**config.mk**
```make
export PLATFORM = sky130hd
export DESIGN_NAME = command_frame_builder_crc16_core
export DESIGN_NICKNAME = d
export VERILOG_FILES = /design/src/hdl/cfb_pkg.sv /design/src/hdl/cfb_intake.sv /design/src/hdl/cfb_seq.sv /design/src/hdl/command_frame_builder_crc16_core.sv
export SDC_FILE = /design/constraint.sdc
export NUM_CORES = 1
export LEC_CHECK = 0
export BUFFER_PORTS_ARGS = -buffer_cell sky130_fd_sc_hd__buf_2
export CAP_MARGIN = 20
export CORE_AREA = 2 2 84 86
export DETAILED_ROUTE_END_ITERATION = 8
export DIE_AREA = 0 0 86 88
export PLACE_DENSITY = 0.79
export SKIP_CTS_REPAIR_TIMING = 1
export SLEW_MARGIN = 20
export SYNTH_ARGS = -nofsm -noshare
export SYNTH_HDL_FRONTEND = slang
export SYNTH_SLANG_ARGS = --single-unit
```
**constraint.sdc**
```tcl
create_clock -name clk -period 4.2 [get_ports clk]
set_clock_uncertainty 0.15 [all_clocks]
set_input_delay 0.63 -clock clk [delete_from_list [all_inputs] [get_ports clk]]
set_output_delay 0.63 -clock clk [all_outputs]
set_load 0.05 [all_outputs]
```
**src/hdl/cfb_pkg.sv**
```systemverilog
// Package with the item types, framing constants, sequencer states and CRC-16 byte update.
`timescale 1ns / 1ps

package cfb_pkg;

  localparam logic [15:0] CRC_INIT   = 16'hFFFF;
  localparam logic [15:0] CRC_POLY   = 16'hA001;
  localparam logic [7:0]  START_BYTE = 8'h55;
  localparam logic [7:0]  END_BYTE   = 8'hAA;

  // One input item.
  typedef struct packed {
    logic [7:0] command_code;
    logic [7:0] highest_index;
    logic [7:0] payload_byte;
  } in_item_t;

  // One result item.
  typedef struct packed {
    logic [7:0] frame_byte;
    logic       run_last;
    logic       frame_end;
  } out_item_t;

  // An accepted item with its place in the frame already decided.
  typedef struct packed {
    logic [7:0] command_code;
    logic [7:0] highest_index;
    logic [7:0] payload_byte;
    logic       first;
    logic       last;
  } hold_t;

  // Which byte of the frame the sequencer sends next.
  typedef enum logic [2:0] {
    PH_IDLE,
    PH_START,
    PH_CMD,
    PH_HI,
    PH_PAY,
    PH_CRCL,
    PH_CRCH,
    PH_END
  } phase_t;

  // Reflected CRC-16 update over one byte, least significant bit first.
  function automatic logic [15:0] crc_byte(input logic [15:0] crc, input logic [7:0] b);
    logic [15:0] c;
    c = crc ^ {8'h00, b};
    for (int k = 0; k < 8; k++) begin
      if (c[0]) begin
        c = (c >> 1) ^ CRC_POLY;
      end else begin
        c = c >> 1;
      end
    end
    return c;
  endfunction

endpackage

```
**src/hdl/cfb_intake.sv**
```systemverilog
// Input register with the frame tracking that marks each item as first and last of a message.
`timescale 1ns / 1ps

module cfb_intake (
  input  logic              clk,
  input  logic              rst_n,
  input  logic              in_valid,
  output logic              in_ready,
  input  cfb_pkg::in_item_t in_item,
  input  logic              item_done,
  output logic              hold_valid,
  output cfb_pkg::hold_t    hold
);

  logic           valid_r, valid_nxt;
  cfb_pkg::hold_t hold_r, hold_nxt;
  logic           in_frame_r, in_frame_nxt;
  logic [7:0]     bytes_left_r, bytes_left_nxt;
  logic           accept;
  logic           first, last;

  // A new item enters when the register is empty or its last byte leaves now.
  assign in_ready = !valid_r || item_done;
  assign accept   = in_valid && in_ready;

  // Place of the incoming item in its message.
  always_comb begin
    first = !in_frame_r;
    last  = first ? (in_item.highest_index == 8'd0) : (bytes_left_r <= 8'd1);
  end

  // Next values of the item register and the frame state.
  always_comb begin
    valid_nxt      = valid_r;
    hold_nxt       = hold_r;
    in_frame_nxt   = in_frame_r;
    bytes_left_nxt = bytes_left_r;
    if (item_done) begin
      valid_nxt = 1'b0;
    end
    if (accept) begin
      valid_nxt              = 1'b1;
      hold_nxt.command_code  = in_item.command_code;
      hold_nxt.highest_index = in_item.highest_index;
      hold_nxt.payload_byte  = in_item.payload_byte;
      hold_nxt.first         = first;
      hold_nxt.last          = last;
      if (last) begin
        in_frame_nxt   = 1'b0;
        bytes_left_nxt = 8'd0;
      end else if (first) begin
        in_frame_nxt   = 1'b1;
        bytes_left_nxt = in_item.highest_index;
      end else begin
        bytes_left_nxt = bytes_left_r - 8'd1;
      end
    end
  end

  // Control state resets; the item payload does not.
  always_ff @(posedge clk) begin
    if (!rst_n) begin
      valid_r      <= 1'b0;
      in_frame_r   <= 1'b0;
      bytes_left_r <= 8'd0;
    end else begin
      valid_r      <= valid_nxt;
      in_frame_r   <= in_frame_nxt;
      bytes_left_r <= bytes_left_nxt;
    end
  end

  always_ff @(posedge clk) begin
    hold_r <= hold_nxt;
  end

  assign hold_valid = valid_r;
  assign hold       = hold_r;

endmodule

```
**src/hdl/cfb_seq.sv**
```systemverilog
// Byte sequencer with the running CRC and the output register.
`timescale 1ns / 1ps

module cfb_seq (
  input  logic               clk,
  input  logic               rst_n,
  input  logic               hold_valid,
  input  cfb_pkg::hold_t     hold,
  output logic               item_done,
  output logic               out_valid,
  input  logic               out_ready,
  output cfb_pkg::out_item_t out_item
);

  cfb_pkg::phase_t    phase_r, phase_nxt, cur;
  logic [15:0]        crc_r, crc_nxt;
  logic               out_valid_r, out_valid_nxt;
  cfb_pkg::out_item_t out_item_r, out_item_nxt;
  logic               emit;
  logic               final_byte;
  logic [7:0]         byte_val;

  // A byte is produced when an item is held and the output register is free or drains now.
  assign emit      = hold_valid && (!out_valid_r || out_ready);
  assign item_done = emit && final_byte;

  // Phase of the byte going out; a fresh item starts at the start byte or its payload.
  always_comb begin
    if (phase_r == cfb_pkg::PH_IDLE) begin
      cur = hold.first ? cfb_pkg::PH_START : cfb_pkg::PH_PAY;
    end else begin
      cur = phase_r;
    end
  end

  // Byte selection, CRC update and the successor phase.
  always_comb begin
    byte_val   = 8'h00;
    final_byte = 1'b0;
    crc_nxt    = crc_r;
    phase_nxt  = phase_r;
    unique case (cur)
      cfb_pkg::PH_START: begin
        byte_val  = cfb_pkg::START_BYTE;
        phase_nxt = cfb_pkg::PH_CMD;
      end
      cfb_pkg::PH_CMD: begin
        byte_val  = hold.command_code;
        crc_nxt   = cfb_pkg::crc_byte(crc_r, hold.command_code);
        phase_nxt = cfb_pkg::PH_HI;
      end
      cfb_pkg::PH_HI: begin
        byte_val  = hold.highest_index;
        crc_nxt   = cfb_pkg::crc_byte(crc_r, hold.highest_index);
        phase_nxt = cfb_pkg::PH_PAY;
      end
      cfb_pkg::PH_PAY: begin
        byte_val   = hold.payload_byte;
        crc_nxt    = cfb_pkg::crc_byte(crc_r, hold.payload_byte);
        final_byte = !hold.last;
        phase_nxt  = hold.last ? cfb_pkg::PH_CRCL : cfb_pkg::PH_IDLE;
      end
      cfb_pkg::PH_CRCL: begin
        byte_val  = crc_r[7:0];
        phase_nxt = cfb_pkg::PH_CRCH;
      end
      cfb_pkg::PH_CRCH: begin
        byte_val  = crc_r[15:8];
        phase_nxt = cfb_pkg::PH_END;
      end
      cfb_pkg::PH_END: begin
        byte_val   = cfb_pkg::END_BYTE;
        final_byte = 1'b1;
        crc_nxt    = cfb_pkg::CRC_INIT;
        phase_nxt  = cfb_pkg::PH_IDLE;
      end
      default: begin
        byte_val  = 8'h00;
        phase_nxt = cfb_pkg::PH_IDLE;
      end
    endcase
  end

  // Output register loads on a produced byte and empties when taken.
  always_comb begin
    out_valid_nxt = out_valid_r;
    out_item_nxt  = out_item_r;
    if (emit) begin
      out_valid_nxt          = 1'b1;
      out_item_nxt.frame_byte = byte_val;
      out_item_nxt.run_last   = final_byte;
      out_item_nxt.frame_end  = (cur == cfb_pkg::PH_END);
    end else if (out_ready) begin
      out_valid_nxt = 1'b0;
    end
  end

  // State register: phase and CRC advance only on a produced byte; output valid is updated on every clock.
  always_ff @(posedge clk) begin
    if (!rst_n) begin
      phase_r     <= cfb_pkg::PH_IDLE;
      crc_r       <= cfb_pkg::CRC_INIT;
      out_valid_r <= 1'b0;
    end else begin
      out_valid_r <= out_valid_nxt;
      if (emit) begin
        phase_r <= phase_nxt;
        crc_r   <= crc_nxt;
      end
    end
  end

  always_ff @(posedge clk) begin
    out_item_r <= out_item_nxt;
  end

  assign out_valid = out_valid_r;
  assign out_item  = out_item_r;

endmodule

```
**src/hdl/command_frame_builder_crc16_core.sv**
```systemverilog
// Top level of the command frame builder with CRC-16.
`timescale 1ns / 1ps

// Each payload item yields frame bytes at one byte per cycle, while the output is not
// stalled, through a single output register: a middle payload item yields 1 byte, so such
// items stream back to back; the first item of a message yields 4 bytes (start, command,
// highest index, payload), the last yields 4 (payload, CRC low, CRC high, end byte 0xAA)
// and a one-byte message yields 7. The CRC-16 (reflected 0xA001, seed 0xFFFF) is updated
// one byte per cycle, while the output is not stalled, as the command, highest index and
// payload bytes leave, and is sent low byte first. run_last marks the final byte of each
// item and frame_end the end byte. After reset the block is ready at once.
module command_frame_builder_crc16_core (
  input  logic               clk,
  input  logic               rst_n,
  input  logic               in_valid,
  output logic               in_ready,
  input  cfb_pkg::in_item_t  in_item,
  output logic               out_valid,
  input  logic               out_ready,
  output cfb_pkg::out_item_t out_item
);

  logic           hold_valid;
  cfb_pkg::hold_t hold;
  logic           item_done;

  cfb_intake u_intake (
    .clk        (clk),
    .rst_n      (rst_n),
    .in_valid   (in_valid),
    .in_ready   (in_ready),
    .in_item    (in_item),
    .item_done  (item_done),
    .hold_valid (hold_valid),
    .hold       (hold)
  );

  cfb_seq u_seq (
    .clk        (clk),
    .rst_n      (rst_n),
    .hold_valid (hold_valid),
    .hold       (hold),
    .item_done  (item_done),
    .out_valid  (out_valid),
    .out_ready  (out_ready),
    .out_item   (out_item)
  );

endmodule

```
# Yosys cells after proc, flatten, opt, wreduce, memory -nomap -nowiden
# Index checks and enable logic that the tools add are counted.
totals:
  ff_bits: 66
  elab_cells: 125
  out_inout_bits: 12
op_classes:
  order_cmp: 1
  n_eq_ne: 7
  n_bitwise: 27
  addsub: 1
  reduce_logical: 15
  mux: 60
ops:
  columns: ["cell", "count"]
  rows:
  - ["$mux W16", 45]
  - ["$not A2 Y3", 24]
  - ["$pmux W16 S4", 1]
  - ["$pmux W8 S7", 1]
  - ["$xor A16 B8 Y16", 3]
  - ["$pmux W3 S6", 1]
  - ["$mux W8", 2]
  - ["$eq A3 B3 Y1 const B", 4]
  - ["$mux W3", 3]
  - ["$le A8 B1 Y1 const B", 1]
  - ["$logic_not A8 Y1", 1]
  - ["$sub A8 B1 Y8 const B", 1]
  - ["$eq A3 B2 Y1 const B", 2]
  - ["$mux W1", 6]
  - ["$logic_not A1 Y1", 4]
  - ["$reduce_bool A2 Y1", 2]
  - ["$reduce_bool A4 Y1", 1]
  - ["$eq A3 B1 Y1 const B", 1]
  - ["$logic_and A1 B1 Y1", 3]
  - ["$logic_not A3 Y1", 1]
  - ["$logic_or A1 B1 Y1", 2]
  - ["$pmux W1 S2", 1]
  - ["$reduce_and A2 Y1", 1]

# Longest topological paths before layout
# Gate-level depths: netlist (run 1).
logic_depth:
  ltp_word: 25
  depth_mapped: 12
  ltp_nobuf: 11

# Modules after synthesis
# Synthesis (run 1) repeated with hierarchy kept, for this count alone.
unflattened:
  hier_cells: 395
  hier_area_um2: 3966.3
by_module_without_submodules:
  columns: ["module", "seq_area_each_um2", "n_inst", "area_each_um2", "cells_per_inst"]
  rows:
  - ["cfb_seq", 700.7, 1, 2568.7, 296]
  - ["cfb_intake", 980.9, 1, 1397.6, 99]

# Least setup slack after synthesis (run 1)
# Ideal clock, no wire load.
synth_path:
  path_kind: "reg-to-reg"
  start: "reg u_seq.phase_r[2]"
  end: "reg u_intake.hold_r, in the netlist u_intake.hold[0] (enable)"
  t_arrival_ns: 3.423
  period_less_slack_ns: 3.954
  n_path_buf: 1
  setup_slack_ns: 0.246
  stages_incl_launch_ff: 11
  path_cell_list: "dfxtp_1 > nor2_1 > a21o_1 > inv_1 > ha_1 > nor2b_1 > o21ai_0 > o21ai_0 > nand2_1 > clkbuf_1 > inv_1"
synth_between:
  elab_chain_len: 7
  elab_cells_between_ends: 8
synth_lines:
  columns: ["item", "line", "source"]
  rows:
  - ["start, declared", "cfb_seq.sv:15", "cfb_pkg::phase_t phase_r, phase_nxt, cur;"]
  - ["start signal, assigned", "cfb_seq.sv:101", "phase_r <= cfb_pkg::PH_IDLE;"]
  - ["start signal, assigned", "cfb_seq.sv:107", "phase_r <= phase_nxt;"]
  - ["$logic_not A3 Y1", "cfb_seq.sv:29", "if (phase_r == cfb_pkg::PH_IDLE) begin"]
  - ["$mux W3 (*)", "cfb_seq.sv:29", null]
  - ["$eq A3 B3 Y1", "cfb_seq.sv:42", "unique case (cur)"]
  - ["$pmux W1 S2 (*)", "cfb_seq.sv:42", null]
  - ["$logic_and A1 B1 Y1 (*)", "cfb_seq.sv:25", "assign item_done = emit && final_byte;"]
  - ["$logic_or A1 B1 Y1 (*)", "cfb_intake.sv:23", "assign in_ready = !valid_r || item_done;"]
  - ["net in_ready", "command_frame_builder_crc16_core.sv:16", "output logic in_ready,"]
  - ["$logic_and A1 B1 Y1 (*)", "cfb_intake.sv:24", "assign accept = in_valid && in_ready;"]
  - ["net u_intake.accept", "cfb_intake.sv:19", "logic accept;"]
  - ["end signal, assigned", "cfb_intake.sv:74", "hold_r <= hold_nxt;"]
  - ["end, declared", "cfb_intake.sv:16", "cfb_pkg::hold_t hold_r, hold_nxt;"]
# The timed path passes the listed nets; every way through them passes the cells marked *.
# A chain may end at the register's enable or synchronous reset.

# Worst setup path after layout (run 1)
layout_path:
  start: "reg u_seq.phase_r[1]"
  end: "out in_ready"
layout_between:
  elab_chain_len: 6
  elab_cells_between_ends: 7
layout_lines:
  columns: ["item", "line"]
  rows:
  - ["$logic_not A3 Y1", "cfb_seq.sv:29"]
  - ["$mux W3 (*)", "cfb_seq.sv:29"]
  - ["$eq A3 B3 Y1", "cfb_seq.sv:42"]
  - ["$pmux W1 S2 (*)", "cfb_seq.sv:42"]
  - ["$logic_and A1 B1 Y1 (*)", "cfb_seq.sv:25"]
  - ["$logic_or A1 B1 Y1 (*)", "cfb_intake.sv:23"]
  - ["end, declared", "command_frame_builder_crc16_core.sv:16"]
# Mark *: on every way between the ends. The rest lies on a longest branch, timed or not.

==> results of run 1 <==
through the flow:
stage	hold WS (ps)	util	worst slack (ps)	instances	total power [mW]
after floorplan	295	-	246	389	1.25
after global placement	320	0.613	1400	487	1.35
after detailed placement	324	0.613	1270	487	1.37
after CTS	299	0.642	1080	503	1.88
after global routing	303	0.642	869	503	1.96
final	308	0.642	1030	503	1.88
worst min path at each step:
stage	end	slack, ps	depth (start not counted)
final	u_intake.hold[23]	310	1
after global routing	u_intake.hold[23]	300	1
after CTS	u_intake.hold[23]	300	1
after detailed placement	u_seq.out_valid	320	2
after global placement	u_seq.out_valid	320	2
after floorplan	u_seq.out_valid	300	2
power by group:
group	total, mW	switching (mW)	internal (mW)	leakage (nW)
registers	0.795	0.0530	0.742	0.589
logic	0.567	0.326	0.241	0.978
clock network	0.516	0.236	0.280	0.0960
cell families (layout without fill, tap and decap cells):
family                     count (synthesis)  in the layout  synth area share
DFF                                       66             66             0.437
AOI/OAI and AO/OA                        111            111             0.190
and+or+nand+nor                           93             93             0.109
xor gates and xnor gates                  72             72             0.196
muxes                                      4              4            0.0104
buffers and inverters                     37             71            0.0383
adders and majority gates                  6              6            0.0195
layout make-up:
class	instances	area [µm²]
clock inverter	1	7.51
tap	80	100
timing repair buffer	43	225
fill	523	2380
inverter	12	45.0
clock buffer	15	186
multi-input combinational	286	2020
sequential	66	1680
per-layer routing:
layer | global-route usage | up-vias | wire length (µm)
met5 | 0 | - | 0
met4 | 0.143 | 0 | 288
met3 | 0.0320 | 28 | 531
met2 | 0.421 | 141 | 4350
met1 | 0.286 | 1516 | 3600
li1 | - | 1466 | -
Yosys cell counts (2+ instances only):
library cell	count
a2111oi_0	4
a211oi_1	4
a21boi_0	4
a21o_1	2
a21oi_1	22
a221o_1	3
a221oi_1	5
a222oi_1	2
a22oi_1	6
a31oi_1	8
a32oi_1	3
and2_1	3
buf_2	7
clkbuf_1	17
dfxtp_1	30
edfxtp_1	36
ha_1	6
inv_1	12
mux2i_1	4
nand2_1	30
nand2b_1	2
nand3_1	5
nor2_1	28
nor2b_1	7
nor3_1	11
o211ai_1	3
o21ai_0	24
o21ai_1	2
o221ai_1	2
o22ai_1	9
or2_2	3
xnor2_1	47
xnor2_2	3
xnor3_1	5
xor2_1	15
flip-flops by register name (all words and copies together), names as in the netlist:
signal	cells
u_intake.bytes_left_r	8
u_intake.hold	26
u_intake.hold_valid	1
u_intake.in_frame_r	1
u_seq.crc_r	16
u_seq.out_item	10
u_seq.out_valid	1
u_seq.phase_r	3
critical path, delay by kind of cell, from the launching register on:
kind	cells	cell delay (ps)
buf+inv	3	660
flops	1	440
compound gates	3	570
simple gates	2	210
fa+ha+maj	1	150
==> out/metrics.yaml, run 1 <==
crit_top_cell: "o21ai_0"
synth.top_cell.area_share: 0.281
synth_warnings: 0
start_kind: "register"
postLayoutCellArea_mm2: 0.00427
clk_latency_ps: 340
crit_arrival_ps: 2390
status: "completed"
synthFlopType: "edfxtp_1"
ioPinCount: 40
h-tree-depth: 3
hold_class: "input pin to register"
fmax_ghz: 0.316
start_util: 0.580
cp.required_ps: 3420
die_area_mm2: 0.00757
synth-async-reset-ratio: 0
setup_viol: 0
endpoint: "in_ready"
power_density_mw_per_mm2: 440
ys_seq_area_frac: 0.437
cap_violations: 0
rrSetupSlack_ps: 1180
num_antenna_cells: 0
synth_cell_types: 50
cts_tree: "yes"
grt_usage: 0.241
final_cell_mix: "xnor2_1, buf_2, edfxtp_1"
slew_violations: 0
dr_total_vias: 3151
setup.worst_path.class: "register to primary output"
dieWidth_um: 86
yosys_register_bits: 66
gp_congestion: 0.894
slowest_stage: "dfxtp_1"
grt_antenna_before_repair: 0
coreArea_mm2: 0.00664
drive_above_1_share: 0.156
crit_path_start: "u_seq.phase_r[1]"
syn-cell-area_mm2: 0.00385
tns_ps: 0
grt_max_degree: 36
placedInstanceArea_mm2: 0.00407
syn-num-nets: 423
clk_pin_slew_worst_paths_ps: 70
syn_area_per_cell_um2: 9.90
period_needed_ps: 3170
finalWirelength_um: 8770
leakage_nw: 1.66
worstPathCellList: "nor2_1 -> a21o_1 -> inv_1 -> ha_1 -> buf_4 -> nor2b_1 -> o21ai_0 -> o21ai_0 -> buf_2"
synth_top_cell_by_area: "edfxtp_1"
post_drt_wl_per_cell_um: 17.4
area_growth_pct: 10.8
viasPerCell: 6.26
final_nets: 452
rows: 30
drt_first_pass_iters: 5
grt_pass1_wl_um: 13900
reg2reg_depth: 11
cts.sink_count: 66
ant_nets: 0
finalHoldViolCount: 0
dp_hpwl_um: 5910
grt_pass1_vias: 2993
syn_inst: 389
io_buffers: 39
rsz0062_at_grt: "false"
final_common_cell: "xnor2_1"
cp_max_fo: 16
cts_root_buffer: "clkbuf_8"
grt.overflow.total: 0
ir_worst_vdd_mv: 0.255
clock_path_buffers: 2
synth_edf_count: 36
timing.rr.start: "u_seq.phase_r[1]"
hp-start: "in_item[21]"
worst_pin_slew_ps: 823
synth_top_cells_by_area: "edfxtp_1, dfxtp_1, xnor2_1, xor2_1, o21ai_0"
maxSlewHeadroom: 0.447
finalCritPeriodShare: 0.754
dieHeight_um: 88
crit_path_end_kind: "primary output"
route.detailed.drc: 0
dr.first_iter.drc_count: 294
rr_endpoint: "u_intake.hold[15]"
cts_buffers: 9
crit_path_max_incr_delay_ps: 440
Power figures use the tool's default switching activity.
==> run 2, diff against run 1 <==
--- a/config.mk
+++ b/config.mk
@@ -5,12 +5,13 @@
 export SDC_FILE = /design/constraint.sdc
 export NUM_CORES = 1
 export LEC_CHECK = 0
+export ABC_AREA = 1
 export BUFFER_PORTS_ARGS = -buffer_cell sky130_fd_sc_hd__buf_2
 export CAP_MARGIN = 20
-export CORE_AREA = 2 2 84 86
+export CORE_AREA = 2 2 89 91
 export DETAILED_ROUTE_END_ITERATION = 8
-export DIE_AREA = 0 0 86 88
-export PLACE_DENSITY = 0.79
+export DIE_AREA = 0 0 91 93
+export PLACE_DENSITY = 0.76
 export SKIP_CTS_REPAIR_TIMING = 1
 export SLEW_MARGIN = 20
 export SYNTH_ARGS = -nofsm -noshare
==> constraint.sdc (replaced) <==
create_clock -name clk -period 2.6 [get_ports clk]
set_clock_uncertainty 0.15 [all_clocks]
set_input_delay 0.39 -clock clk [delete_from_list [all_inputs] [get_ports clk]]
set_output_delay 0.39 -clock clk [all_outputs]
set_load 0.05 [all_outputs]
==> run 2 against run 1 <==
Worst hold slack lost 250 ps. First-iteration DRC count shrank 7.1%. Core utilization down 2.2 points. Sequential share of layout area is 3.3 points lower. Via count rose by 24%. Clock-buffer cell count is 5 lower. Critical endpoint unchanged. Register-to-register slack got worse by 960 ps. Cell count grew 37%. Largest cell class unchanged. Routed wire length is 28% higher.
==> out/metrics.yaml, run 2 <==
status: "completed"
cts_root_buffer: "clkbuf_8"
synth.top_cell.area_share: 0.271
gr-usage-met2: 0.472
hold_depth: 1
gp_congestion: 1.03
maxSlewHeadroom: 0.624
finalWirelength_um: 11200
finalCritPeriodShare: 0.953
start_kind: "register"
power_density_mw_per_mm2: 735
cts_tree: "yes"
viasPerCell: 5.65
reg2reg_depth: 13
syn-num-nets: 559
h-tree-depth: 3
ir_worst_vdd_mv: 0.418
crit_path_max_incr_delay_ps: 440
timing.rr.start: "u_seq.phase_r[1]"
hp-start: "in_item[18]"
syn-cell-area_mm2: 0.00399
worst_pin_slew_ps: 560
ioPinCount: 40
dp_hpwl_um: 8430
cp.required_ps: 2060
rrSetupSlack_ps: 220
drt_first_pass_iters: 5
worstPathCellList: "a31oi_2 -> inv_1 -> ha_1 -> inv_2 -> nor2_4 -> inv_4 -> o21ai_4 -> nand2_2 -> nand2_4 -> clkbuf_4"
dr.first_iter.drc_count: 273
synthFlopType: "edfxtp_1"
final_nets: 616
hold_class: "input pin to register"
dieHeight_um: 93
postLayoutCellArea_mm2: 0.00467
period_needed_ps: 2480
p_comb_frac: 0.318
io_buffers: 39
use_met1: 0.348
p_seq_frac: 0.381
tns_ps: 0
p_int_mw: 2.23
drive_above_1_share: 0.162
slew_violations: 0
coreArea_mm2: 0.00753
synth-async-reset-ratio: 0
final_core_util: 0.621
num_antenna_cells: 0
crit_arrival_ps: 1940
fmax_ghz: 0.404
sw_frac_of_total: 0.351
synth_most_common_cell: "nand2_1"
clk_pin_slew_worst_paths_ps: 80
synth_top_cell_by_area: "edfxtp_1"
grt_most_used_layer: "met2"
yosys_register_bits: 66
pwr-share-clk: 0.301
p_switching_mw: 1.20
rr_endpoint: "u_seq.crc_r[5]"
clk_latency_ps: 350
crit_path_end_kind: "primary output"
start_util: 0.530
grt_pass1_vias: 3734
post_drt_wl_per_cell_um: 16.3
power.total_mw: 3.43
cp_max_fo: 4
grt_antenna_before_repair: 0
slowest_stage: "edfxtp_1"
multi_input_area_mm2: 0.00200
largest_register_ffs: 26
final_cell_mix: "nand2_1, inv_1, buf_2"
cap_violations: 0
placedInstanceArea_mm2: 0.00440
syn_inst: 525
setup_viol: 0
cts_buffers: 9
dr_total_vias: 3895
synth_warnings: 0
leakage_nw: 2.16
dieWidth_um: 91
hold_path_end: "u_intake.hold[20]"
nFillCells: 706
synth_edf_count: 36
setup.worst_path.class: "register to primary output"
die_area_mm2: 0.00846
grt_pass1_wl_um: 18300
rsz0062_at_grt: "false"
grtUsageMet3: 0.0492
grt_usage: 0.280
regArea_mm2: 0.00169
holdWs_ps: 60.3
syn_area_per_cell_um2: 7.60
rows: 32
synth_cell_types: 45
crit_family: "buffers and inverters"
grt_max_degree: 28
final_common_cell: "nand2_1"
ys_seq_area_frac: 0.421
ant_nets: 0
clock_path_buffers: 2
route.detailed.drc: 0
path_buf_inv: 4
area_growth_pct: 17.0
netlist_top_cells_count: "nand2_1, inv_1, edfxtp_1"
synth_top_cells_by_area: "edfxtp_1, nand2_1, dfxtp_1, inv_1, a21oi_1"
cts.sink_count: 66
grt.overflow.total: 0
finalHoldViolCount: 0
[run 2: cell types whose count changed in the layout (fill, tap and decap cells not counted), moves of 8 or more]
| cell | previous run | this run |
|---|---|---|
| a21oi_1 | 22 | 30 |
| buf_4 | 4 | 22 |
| nand2_1 | 30 | 185 |
| nand3_1 | 5 | 29 |
| nor3_1 | 11 | 0 |
| o211ai_1 | 3 | 11 |
| xnor2_1 | 47 | 13 |
| inv_1 | 12 | 56 |
[run 2: area by class of cell]
type / count / share of cell area
Clock buffer: 10 / 0.0273
Clock inverter: 6 / 0.0225
Inverter: 63 / 0.0528
Multi-Input combinational cell: 380 / 0.427
Sequential cell: 66 / 0.361
Tap cell: 102 / 0.0273
Timing Repair Buffer: 62 / 0.0819
[run 2: power by group through the flow]
stage	clock, mW	sequential [mW]	combinational [mW]
floorplan	0	1.37	0.709
global placement	0	1.32	1.03
detailed placement	0	1.33	1.05
CTS	1.04	1.31	1.06
global route	1.09	1.32	1.21
finish	1.04	1.31	1.09
[run 2: worst max-delay path by stage]
stage,startpoint,endpoint,slack [ps],cells past startpoint
after detailed placement,u_seq.phase_r[1],u_seq.out_item[4],190,8
after global routing,u_seq.phase_r[1],in_ready,2,11
after floorplan,u_seq.phase_r[1],u_intake.hold[0],50,13
after global placement,u_seq.phase_r[1],u_seq.out_item[4],260,8
after CTS,u_seq.phase_r[1],in_ready,-100,11
final,u_intake.hold[1],in_ready,120,10
[run 2: kinds of logic after synthesis]
group | count (synthesis) | synth area share
compound gates | 96 | 0.161
xor+xnor | 24 | 0.0526
fa+ha+maj | 6 | 0.0188
buf+inv | 79 | 0.0802
flops | 66 | 0.421
simple gates | 254 | 0.266
[run 2: routing by layer]
| layer | share of wire | vias up |
|---|---|---|
| met5 | 0 | - |
| met4 | 0.037 | 0 |
| met3 | 0.073 | 40 |
| met2 | 0.47 | 181 |
| met1 | 0.42 | 1797 |
| li1 | - | 1877 |
[run 2: per-stage QoR]
stage / std cells / setup WS [ps]
final: 689 / 123
after global routing: 689 / 1.85
after CTS: 685 / -101
after detailed placement: 669 / 190
after global placement: 669 / 255
after floorplan: 525 / 53.8
==> run 3, diff against run 2 <==
--- a/config.mk
+++ b/config.mk
@@ -8,9 +8,10 @@
 export ABC_AREA = 1
 export BUFFER_PORTS_ARGS = -buffer_cell sky130_fd_sc_hd__buf_2
 export CAP_MARGIN = 20
-export CORE_AREA = 2 2 89 91
+export CORE_AREA = 5 5 92 94
 export DETAILED_ROUTE_END_ITERATION = 8
-export DIE_AREA = 0 0 91 93
+export DIE_AREA = 0 0 97 99
+export HOLD_SLACK_MARGIN = 0.08
 export PLACE_DENSITY = 0.76
 export SKIP_CTS_REPAIR_TIMING = 1
 export SLEW_MARGIN = 20
==> run 3 against run 2 <==
The run now ends with setup timing left. Routed wire length is 2.8% higher. Setup slack got worse by 170 ps. Clock power rose by 11%. Via count rose by 2.2%. Final area rose by 4.7%. Sequential power barely moved. Largest cell class unchanged. Largest power group unchanged.
==> out/metrics.yaml, run 3 (synthesis results as in run 2) <==
status: "finished with violations"
maxSlewHeadroom: 0.606
route.detailed.drc: 0
coreArea_mm2: 0.00757
grt_antenna_before_repair: 0
dp_hpwl_um: 8550
gp_congestion: 0.986
cts.sink_count: 66
ant_nets: 0
timing.rr.start: "u_intake.hold[1]"
start_util: 0.528
rsz0062_at_grt: "true"
cap_violations: 0
dr.first_iter.drc_count: 341
dieHeight_um: 99
power.total_mw: 3.57
dr_total_vias: 3981
final_nets: 634
hold_path_end: "u_intake.hold[15]"
clk_pin_slew_worst_paths_ps: 70
setup_viol: 1
area_growth_pct: 22.5
ioPinCount: 40
crit_arrival_ps: 2110
leakage_nw: 2.26
rows: 32
num_antenna_cells: 0
slew_violations: 0
grt_pass1_wl_um: 18100
viasPerCell: 5.63
clock_path_buffers: 2
cp_max_fo: 4
cts_root_buffer: "clkbuf_8"
die_area_mm2: 0.00960
final_core_util: 0.646
tns_ps: -49.7
regArea_mm2: 0.00168
clk_latency_ps: 350
fmax_ghz: 0.377
finalHoldViolCount: 0
violations: "setup timing"
reg2reg_depth: 10
setup.worst_path.class: "register to primary output"
drt_first_pass_iters: 5
largest_register_ffs: 26
grt_usage: 0.235
h-tree-depth: 3
start_kind: "register"
io_buffers: 39
post_drt_wl_per_cell_um: 16.3
power_density_mw_per_mm2: 731
rrSetupSlack_ps: 40
period_needed_ps: 2650
cts_buffers: 9
drive_above_1_share: 0.167
holdWs_ps: 108
finalWirelength_um: 11500
worst_slack_ps: -49.7
hold_class: "input pin to register"
rr_endpoint: "u_seq.out_item[5]"
grt_max_degree: 28
ir_worst_vdd_mv: 0.403
dieWidth_um: 97
cp.required_ps: 2060
multi_input_area_mm2: 0.00201
hp-start: "in_item[13]"
nFillCells: 668
cts_tree: "yes"
finalCritPeriodShare: 1.02
final_common_cell: "nand2_1"
worst_pin_slew_ps: 588
hold_depth: 1
crit_path_end_kind: "primary output"
grt_pass1_vias: 3678
final_cell_mix: "nand2_1, inv_1, buf_2"
grt.overflow.total: 0
[run 3: power breakdown]
group / internal, mW / switching [mW] / total [mW]
Combinational: 0.399 / 0.723 / 1.12
Sequential: 1.22 / 0.0829 / 1.30
Clock: 0.734 / 0.417 / 1.15
Total: 2.35 / 1.22 / 3.57
[run 3: metal layers]
metal,wire (µm),share of wire,up-vias,track usage
met4,383,0.033,0,0.117
met2,5440,0.47,162,0.382
li1,-,-,1909,-
met5,0,0,-,0
met3,864,0.075,37,0.0389
met1,4850,0.42,1873,0.305
[run 3: critical path: stages, from the launching register on]
cell and delay [ps]:
edfxtp_1 400, buf_4 150, buf_4 130, o31ai_4 280, buf_6 160, inv_4 40, nor2_4 130, clkinv_4 90
o21ai_4 70, nand2_2 80, nand2_4 80, buf_8 150
[run 3: worst max path at each step]
stage	end	slack, ps	from
6_report	in_ready	-50	u_intake.hold[1]
3_3_place_gp	u_seq.crc_r[13]	190	u_seq.phase_r[2]
4_1_cts	in_ready	-210	u_seq.phase_r[1]
2_1_floorplan	u_intake.hold[0]	50	u_seq.phase_r[1]
5_1_grt	in_ready	-150	u_intake.hold[1]
3_5_place_dp	u_intake.in_frame_r	130	u_seq.phase_r[1]
[run 3: final cells by class]
type,count,share of cell area
multi-input cells,380,0.411
flip-flops and latches,66,0.344
repair buffers,80,0.114
inverters,63,0.0509
clock inverters,7,0.0289
well taps,102,0.0261
clock buffers,9,0.0253
[run 3: per-stage QoR]
stage | std cells | cell area [µm²] | setup slack (ps)
finish | 707 | 4890 | -49.7
global route | 707 | 4890 | -151
CTS | 686 | 4660 | -212
detailed placement | 670 | 4390 | 128
global placement | 670 | 4390 | 194
floorplan | 525 | 4000 | 53.8
